<file path="config.mk">
export PLATFORM = sky130hd
export DESIGN_NAME = touch_median_calibrate_core
export DESIGN_NICKNAME = d
export VERILOG_FILES = /design/src/design/tmc_pkg.sv /design/src/design/touch_median_calibrate_core.sv /design/src/design/tmc_median.sv /design/src/design/tmc_map.sv
export SDC_FILE = /design/constraint.sdc
export NUM_CORES = 2
export LEC_CHECK = 0
export BUFFER_PORTS_ARGS = -buffer_cell sky130_fd_sc_hd__clkbuf_2
export CORE_UTILIZATION = 60
export DETAILED_ROUTE_END_ITERATION = 8
export PLACE_DENSITY = 0.77
export REMOVE_ABC_BUFFERS = 1
export SLEW_MARGIN = 20
export SYNTH_ARGS = -nofsm -noshare
export SYNTH_HDL_FRONTEND = slang
export SYNTH_SLANG_ARGS = --single-unit
export TNS_END_PERCENT = 5
</file>
<file path="constraint.sdc">
create_clock -name clk -period 20.7 [get_ports clk]
set_clock_uncertainty 0.1 [all_clocks]
set_input_delay 1.035 -clock clk [delete_from_list [all_inputs] [get_ports clk]]
set_output_delay 1.035 -clock clk [all_outputs]
set_load 0.01 [all_outputs]
</file>
<file path="src/design/tmc_pkg.sv">
// Shared types, codes and sizes for the touch median/calibration block.
// No dependencies; imported by every module of the block.
package tmc_pkg;

  localparam int MAX_SAMPLES = 9;
  localparam int SAMPLE_W    = 13;
  localparam int CNT_W       = $clog2(MAX_SAMPLES + 1);
  localparam int IDX_W       = (MAX_SAMPLES > 1) ? $clog2(MAX_SAMPLES) : 1;
  localparam int SCALE_W     = 20;
  localparam int OFFSET_W    = 22;
  localparam int SIZE_W      = 13;
  localparam int COORD_W     = 12;
  localparam int CFG_W       = 22;
  localparam int PROD_W      = SCALE_W + SAMPLE_W;
  localparam int ACC_W       = PROD_W + 1;
  localparam int FRAC_W      = 16;
  localparam int OFF_SHIFT   = 8;
  localparam int SIZE_MAX    = 4096;
  localparam logic [SAMPLE_W-1:0] PRESENT_LIMIT = 13'd4095;

  typedef enum logic [1:0] {
    OP_PROBE = 2'd0,
    OP_POLL  = 2'd1,
    OP_X     = 2'd2,
    OP_Y     = 2'd3
  } op_t;

  typedef enum logic [2:0] {
    REG_THRESHOLD = 3'd0,
    REG_X_SCALE   = 3'd1,
    REG_X_OFFSET  = 3'd2,
    REG_Y_SCALE   = 3'd3,
    REG_Y_OFFSET  = 3'd4,
    REG_SWAP      = 3'd5,
    REG_WIDTH     = 3'd6,
    REG_HEIGHT    = 3'd7
  } reg_idx_t;

  typedef enum logic [3:0] {
    ST_IDLE   = 4'b0001,
    ST_MEDIAN = 4'b0010,
    ST_MAP    = 4'b0100,
    ST_EMIT   = 4'b1000
  } state_t;

  typedef struct packed {
    logic signed [SCALE_W-1:0]  x_scale;
    logic signed [OFFSET_W-1:0] x_offset;
    logic signed [SCALE_W-1:0]  y_scale;
    logic signed [OFFSET_W-1:0] y_offset;
    logic                       swap;
    logic [SIZE_W-1:0]          width;
    logic [SIZE_W-1:0]          height;
  } map_cfg_t;

endpackage

</file>
<file path="src/design/touch_median_calibrate_core.sv">
// Touch median filter and calibration: registers, sequencer, output register.
// After the closing beat of a group the rank search runs, then, for a pressed coordinate,
// the map unit, before out_valid rises from the output register.
// Throughput: one beat per cycle inside a group; the rank search, the shared
// multiplier and a stalled output hold in_ready low until the result is registered.
// Reset (rst, synchronous): registers to defaults, counts and flags to zero.
module touch_median_calibrate_core (
  input  logic                         clk,
  input  logic                         rst,
  input  logic                         cfg_we,
  input  logic [2:0]                   cfg_index,
  input  logic [tmc_pkg::CFG_W-1:0]    cfg_data,
  input  logic                         in_valid,
  output logic                         in_ready,
  input  logic [1:0]                   op,
  input  logic [tmc_pkg::SAMPLE_W-1:0] sample,
  input  logic                         last,
  output logic                         out_valid,
  input  logic                         out_ready,
  output logic [1:0]                   kind,
  output logic                         present,
  output logic                         pressed,
  output logic [tmc_pkg::SAMPLE_W-1:0] median,
  output logic [tmc_pkg::COORD_W-1:0]  screen_x,
  output logic [tmc_pkg::COORD_W-1:0]  screen_y
);
  import tmc_pkg::*;

  state_t              state;
  logic [SAMPLE_W-1:0] threshold;
  map_cfg_t            cfg;
  logic                present_flag;
  logic                pressed_flag;
  logic [SAMPLE_W-1:0] x_hold;
  logic [1:0]          op_hold;
  logic                push;
  logic                med_done;
  logic [SAMPLE_W-1:0] med;
  logic                map_start;
  logic                map_done;
  logic [COORD_W-1:0]  map_sx;
  logic [COORD_W-1:0]  map_sy;
  logic                coord;

  assign in_ready  = state == ST_IDLE;
  assign push      = in_valid && in_ready;
  assign map_start = (state == ST_MEDIAN) && med_done && (op_hold == OP_Y) && pressed_flag;
  assign coord     = (op_hold == OP_Y) && pressed_flag;

  tmc_median u_median (
    .clk    (clk),
    .rst    (rst),
    .push   (push),
    .sample (sample),
    .last   (last),
    .done   (med_done),
    .median (med)
  );

  tmc_map u_map (
    .clk     (clk),
    .rst     (rst),
    .start   (map_start),
    .cfg     (cfg),
    .cur_med (med),
    .x_hold  (x_hold),
    .done    (map_done),
    .sx      (map_sx),
    .sy      (map_sy)
  );

  always_ff @(posedge clk) begin
    if (rst) begin
      threshold    <= 13'd300;
      cfg.x_scale  <= '0;
      cfg.x_offset <= '0;
      cfg.y_scale  <= '0;
      cfg.y_offset <= '0;
      cfg.swap     <= 1'b1;
      cfg.width    <= 13'd320;
      cfg.height   <= 13'd240;
    end else if (cfg_we) begin
      case (cfg_index)
        REG_THRESHOLD: threshold    <= cfg_data[SAMPLE_W-1:0];
        REG_X_SCALE:   cfg.x_scale  <= cfg_data[SCALE_W-1:0];
        REG_X_OFFSET:  cfg.x_offset <= cfg_data[OFFSET_W-1:0];
        REG_Y_SCALE:   cfg.y_scale  <= cfg_data[SCALE_W-1:0];
        REG_Y_OFFSET:  cfg.y_offset <= cfg_data[OFFSET_W-1:0];
        REG_SWAP:      cfg.swap     <= cfg_data[0];
        REG_WIDTH:     cfg.width    <= cfg_data[SIZE_W-1:0];
        REG_HEIGHT:    cfg.height   <= cfg_data[SIZE_W-1:0];
        default: ;
      endcase
    end
  end

  always_ff @(posedge clk) begin
    if (rst) begin
      state        <= ST_IDLE;
      present_flag <= 1'b0;
      pressed_flag <= 1'b0;
      x_hold       <= '0;
      out_valid    <= 1'b0;
    end else begin
      if (out_valid && out_ready && (state != ST_EMIT)) out_valid <= 1'b0;
      case (state)
        ST_IDLE: begin
          if (push && last) begin
            op_hold <= op;
            state   <= ST_MEDIAN;
          end
        end
        ST_MEDIAN: begin
          if (med_done) begin
            case (op_hold)
              OP_PROBE: present_flag <= med < PRESENT_LIMIT;
              OP_POLL:  pressed_flag <= present_flag && (med > threshold);
              OP_X:     x_hold       <= med;
              default: ;
            endcase
            state <= map_start ? ST_MAP : ST_EMIT;
          end
        end
        ST_MAP: begin
          if (map_done) state <= ST_EMIT;
        end
        ST_EMIT: begin
          if (!out_valid || out_ready) begin
            out_valid <= 1'b1;
            kind      <= op_hold;
            present   <= present_flag;
            pressed   <= pressed_flag;
            median    <= med;
            screen_x  <= coord ? map_sx : '0;
            screen_y  <= coord ? map_sy : '0;
            state     <= ST_IDLE;
          end
        end
        default: state <= ST_IDLE;
      endcase
    end
  end

endmodule

</file>
<file path="src/design/tmc_median.sv">
// Sample store and rank search: one candidate per cycle against all kept samples.
// Depends on tmc_pkg.
module tmc_median (
  input  logic                          clk,
  input  logic                          rst,
  input  logic                          push,
  input  logic [tmc_pkg::SAMPLE_W-1:0]  sample,
  input  logic                          last,
  output logic                          done,
  output logic [tmc_pkg::SAMPLE_W-1:0]  median
);
  import tmc_pkg::*;

  logic [SAMPLE_W-1:0] store [MAX_SAMPLES];
  logic [CNT_W-1:0]    count;
  logic [CNT_W-1:0]    count_next;
  logic [CNT_W-1:0]    n;
  logic [IDX_W-1:0]    cand;
  logic                busy;
  logic                room;
  logic [SAMPLE_W-1:0] cv;
  logic [CNT_W-1:0]    lt;
  logic [CNT_W-1:0]    le;
  logic [CNT_W-1:0]    k;
  logic                found;

  assign room       = count < CNT_W'(MAX_SAMPLES);
  assign count_next = room ? count + CNT_W'(1) : count;
  assign cv         = store[cand];
  assign k          = n >> 1;

  always_comb begin
    lt = '0;
    le = '0;
    for (int j = 0; j < MAX_SAMPLES; j++) begin
      if (CNT_W'(j) < n) begin
        if (store[j] < cv) lt = lt + CNT_W'(1);
        if (store[j] <= cv) le = le + CNT_W'(1);
      end
    end
  end

  assign found = (lt <= k) && (k < le);

  always_ff @(posedge clk) begin
    if (push && room) begin
      store[count[IDX_W-1:0]] <= sample;
    end
  end

  always_ff @(posedge clk) begin
    if (rst) begin
      count <= '0;
      busy  <= 1'b0;
      done  <= 1'b0;
    end else begin
      done <= 1'b0;
      if (push) begin
        if (last) begin
          n     <= count_next;
          count <= '0;
          busy  <= 1'b1;
          cand  <= '0;
        end else begin
          count <= count_next;
        end
      end else if (busy) begin
        if (found) begin
          busy   <= 1'b0;
          done   <= 1'b1;
          median <= cv;
        end else begin
          cand <= cand + IDX_W'(1);
        end
      end
    end
  end

endmodule

</file>
<file path="src/design/tmc_map.sv">
// Affine map unit: one shared multiplier, then offset add, floor and clamp, per axis.
// Depends on tmc_pkg.
module tmc_map (
  input  logic                         clk,
  input  logic                         rst,
  input  logic                         start,
  input  tmc_pkg::map_cfg_t            cfg,
  input  logic [tmc_pkg::SAMPLE_W-1:0] cur_med,
  input  logic [tmc_pkg::SAMPLE_W-1:0] x_hold,
  output logic                         done,
  output logic [tmc_pkg::COORD_W-1:0]  sx,
  output logic [tmc_pkg::COORD_W-1:0]  sy
);
  import tmc_pkg::*;

  logic [1:0]                 phase;
  logic                       busy;
  logic                       axis;
  logic [SAMPLE_W-1:0]        raw_sel;
  logic signed [SCALE_W-1:0]  scale_sel;
  logic signed [OFFSET_W-1:0] off_sel;
  logic [SIZE_W-1:0]          size_sel;
  logic signed [ACC_W-1:0]    product;
  logic signed [PROD_W-1:0]   prod;
  logic signed [ACC_W-1:0]    acc;
  logic [ACC_W-FRAC_W-1:0]    whole;
  logic [COORD_W-1:0]         lim_m1;
  logic [COORD_W-1:0]         res;

  assign axis      = phase[1];
  assign raw_sel   = (axis ^ cfg.swap) ? cur_med : x_hold;
  assign scale_sel = axis ? cfg.y_scale : cfg.x_scale;
  assign off_sel   = axis ? cfg.y_offset : cfg.x_offset;
  assign size_sel  = axis ? cfg.height : cfg.width;

  assign product = ACC_W'(scale_sel) * ACC_W'($signed({1'b0, raw_sel}));
  assign acc     = ACC_W'(prod) + (ACC_W'(off_sel) <<< OFF_SHIFT);
  assign whole   = acc[ACC_W-1:FRAC_W];

  always_comb begin
    if (size_sel == '0) begin
      lim_m1 = '0;
    end else if (size_sel > SIZE_W'(SIZE_MAX)) begin
      lim_m1 = COORD_W'(SIZE_MAX - 1);
    end else begin
      lim_m1 = COORD_W'(size_sel - SIZE_W'(1));
    end
    if (acc[ACC_W-1]) begin
      res = '0;
    end else if (whole > (ACC_W-FRAC_W)'(lim_m1)) begin
      res = lim_m1;
    end else begin
      res = whole[COORD_W-1:0];
    end
  end

  always_ff @(posedge clk) begin
    if (rst) begin
      busy  <= 1'b0;
      done  <= 1'b0;
      phase <= '0;
    end else begin
      done <= 1'b0;
      if (start) begin
        busy  <= 1'b1;
        phase <= '0;
      end else if (busy) begin
        phase <= phase + 2'd1;
        if (!phase[0]) begin
          prod <= product[PROD_W-1:0];
        end else if (axis) begin
          sy   <= res;
          busy <= 1'b0;
          done <= 1'b1;
        end else begin
          sx <= res;
        end
      end
    end
  end

endmodule

</file>
==> flow_metrics.env <==
export IMPL_status="complete, no violations"
export IMPL_clk_pin_slew_ps=70
export IMPL_worstSetupStartpointType="flop"
export IMPL_critPathSlowestCell="and4b_1"
export IMPL_worstPathRequired_ps=20790
export IMPL_synth_edff_count=321
export IMPL_synthTopCellsByCount="421 x nand2_1, 321 x edfxtp_1, 309 x inv_1"
export IMPL_synth_top_area_cell="edfxtp_1"
export IMPL_drv_cap=0
export IMPL_setup_violations=0
export IMPL_htreeDepth=2
export IMPL_hold_violations=0
export IMPL_cts_sinks=479
export IMPL_antenna_found_initial=9
export IMPL_cts_tree="built"
export IMPL_die_area_um2=57180
export IMPL_clkPwrFrac_pct=13.8
export IMPL_hold_class="flop to flop"
export IMPL_ant_nets=0
export IMPL_setup_tns_final_ps=0
export IMPL_synth_seq_cells=479
export IMPL_finalCritPeriodShare_pct=58.19
export IMPL_criticalPathCategory="flop to flop"
export IMPL_synth_cell_type_count=103
export IMPL_clock_latency_ps=600
export IMPL_yosysMostFrequentCell="nand2_1"
export IMPL_power_leakage_uw=0.01524
export IMPL_grt_pass1_wl_mm=140.3
export IMPL_port_buffers=88
export IMPL_maxSlewViolCount=0
export IMPL_syn_avg_cell_area_um2=10.81
export IMPL_arrival_ps=12140
export IMPL_grt_use_total_pct=32.55
export IMPL_ys_seq_area_share_pct=37.95
export IMPL_drc_errors=0
export IMPL_ir_worst_vdd_v=0.0003837
export IMPL_ys_warn_count=0
export IMPL_period_minus_slack_ps=12050
export IMPL_synth_top_area_share_pct=28.57
export IMPL_start_util_pct=61.00
export IMPL_cts_root_buffer="clkbuf_16"
export IMPL_vias=24610
export IMPL_power_switching_uw=3010
export IMPL_num_rows=86
export IMPL_die_y_um=239.1
export IMPL_ys_flop_type="edfxtp_1"
export IMPL_async_flop_share_pct=0
export IMPL_synthCells=3122
export IMPL_rsz0062_at_grt="no"
export IMPL_areaGrowthSynthToFinish_pct=8.978
export IMPL_firstDrtPassIters=6
export IMPL_wire_per_inst_um=22.74
export IMPL_cts_hold_buf=0
export IMPL_clockBufferDepth=3
export IMPL_gp_congestion=1.034
export IMPL_grt_max_degree=107
export IMPL_routed_via_density=6.118
export IMPL_core_area_um2=55310
export IMPL_die_w_um=239.1
export IMPL_p_comb_share_pct=67.7
export IMPL_num_io_pins=89
export IMPL_grt_pass1_vias=24860
export IMPL_hold_slack_ps=356.5
export IMPL_powerDensity_nw_per_um2=174.7
export IMPL_worst_pin_slew_ps=1193
export IMPL_cp_end_kind="flop"
export IMPL_nets=3793
export IMPL_crit_fanout=30
export IMPL_hpwl_mm=69.50
export IMPL_cts_resized=0
export IMPL_cts_inserted_buffers=46
export IMPL_wl_mm=91.46
export IMPL_internal_power_uw=3413
export IMPL_max_freq_mhz=83.02
export IMPL_postCtsSetupRepairBufs=0
export IMPL_p_sw_share_pct=46.86
export IMPL_drtIter0Drc=2069
export IMPL_grt_overflow=0
export IMPL_yosys_top_cells_area="edfxtp_1 29%, fa_1 14%, ha_1 10%, dfxtp_1 9.4%, nand2_1 4.7%"
export IMPL_netlist_area_um2=33740
export IMPL_fillCellCount=4211
export IMPL_drive_gt1_share_pct=11.52
export IMPL_timing_slew_headroom_pct=18.17
export IMPL_crit_path_max_incr_delay_ps=970
export IMPL_power_frac_seq_pct=18.5
export IMPL_cpMostUsedCell="ha_1"
-- logic make-up after synthesis --
family | count (synthesis) | synth area share (%)
other | 1 | 0.01111
multiplexers | 172 | 7.699
AND/OR/NAND/NOR | 976 | 13.24
AO/OA/AOI/OAI | 475 | 9.345
flip-flops | 479 | 37.95
buffers and inverters | 413 | 4.636
adder cells (fa/ha/maj) | 515 | 24.45
XOR/XNOR | 91 | 2.674
-- power groups by stage --
stage,clock network [uW],logic (uW),registers [uW]
detailed placement,0,4230,1210
global placement,0,4020,1200
floorplan,0,3270,1200
global route,928,4750,1190
CTS,892,4270,1190
finish,883,4350,1190
-- flip-flops by register name, indices dropped and copies added (netlist names), 2 cells and up, named ones only --
name             cells
cfg                111
kind                 2
median              13
op_hold              2
screen_x            12
screen_y            12
state                4
threshold           13
u_map.phase          2
u_map.prod          25
u_map.sx            12
u_map.sy            12
u_median.cand        4
u_median.count       4
u_median.median     13
u_median.n           4
u_median.store     208
x_hold              13
-- layout make-up --
| type | count | area (um^2) | share of cell area [%] |
|---|---|---|---|
| timing repair buffer | 117 | 660.6 | 1.797 |
| clock buffer | 56 | 1230 | 3.345 |
| tap | 748 | 935.9 | 2.545 |
| sequential | 479 | 12810 | 34.84 |
| inverter | 309 | 1160 | 3.155 |
| multi-input combinational | 2281 | 19620 | 53.37 |
| clock inverter | 30 | 344.1 | 0.9358 |
| antenna | 2 | 5.005 | 0.01361 |
-- metrics by stage --
step | power [uW] | std cells | setup slack (ps) | utilization, % | instance area (um^2)
floorplan | 4463 | 3069 | 9306 | - | 33530
global placement | 5221 | 3934 | 9129 | 63.61 | 35180
detailed placement | 5437 | 3934 | 8808 | 63.61 | 35180
CTS | 6344 | 4020 | 8742 | 66.46 | 36760
global route | 6873 | 4020 | 7919 | 66.47 | 36760
finish | 6422 | 4022 | 8654 | 66.48 | 36770
-- path summary, 6_finish.rpt --
kind | start | endpoint | slack (ps) | depth (start not counted)
max reg2reg | flop | u_median.median[7]$_DFFE_PP_ | 8650 | 47
min | cfg[71]$_SDFFE_PP0P_ | cfg[71]$_SDFFE_PP0P_ | 360 | 2
max | flop | u_median.median[7]$_DFFE_PP_ | 8650 | 47
min reg2reg | cfg[71]$_SDFFE_PP0P_ | cfg[71]$_SDFFE_PP0P_ | 360 | 2
-- per-layer routing --
metal,GRT usage [%],vias up,share of wire (%)
li1,-,11050,-
met1,41.20,12180,38
met5,0,-,0.078
met4,14.72,10,4.7
met3,5.878,260,8.7
met2,54.55,1110,49
-- cell usage in the layout (no fill, tap or decap), drive strengths merged, types with 15 or more instances in the layout --
cell type / synthesis / routed
nand4: 24 / 24
edfxtp: 321 / 321
mux2: 50 / 50
ha: 272 / 272
or2: 15 / 15
buf: 16 / 30
conb: 1 / 52
a211oi: 24 / 24
mux4: 65 / 65
xor2: 28 / 28
dfxtp: 158 / 158
xnor2: 56 / 56
o21a: 37 / 37
o211ai: 16 / 16
mux2i: 57 / 57
nor3: 45 / 45
and2: 54 / 54
a21o: 26 / 26
nor2b: 26 / 26
nand2b: 29 / 29
a21oi: 196 / 196
o21ai: 61 / 61
clkbuf: 88 / 143
nor2: 252 / 252
fa: 241 / 241
nand2: 422 / 422
nand3: 39 / 39
inv: 309 / 314
-- worst max-delay path, delay by kind of cell (launching register included) --
kind                     cells  cell delay (ps)
AO/OA/AOI/OAI               16             2730
adder cells (fa/ha/maj)      8             2230
buffers and inverters        3              980
AND/OR/NAND/NOR             14             3030
XOR/XNOR                     3              470
flip-flops                   1              670
multiplexers                 3             1420
Note: power is estimated with default switching activity, not from simulation.
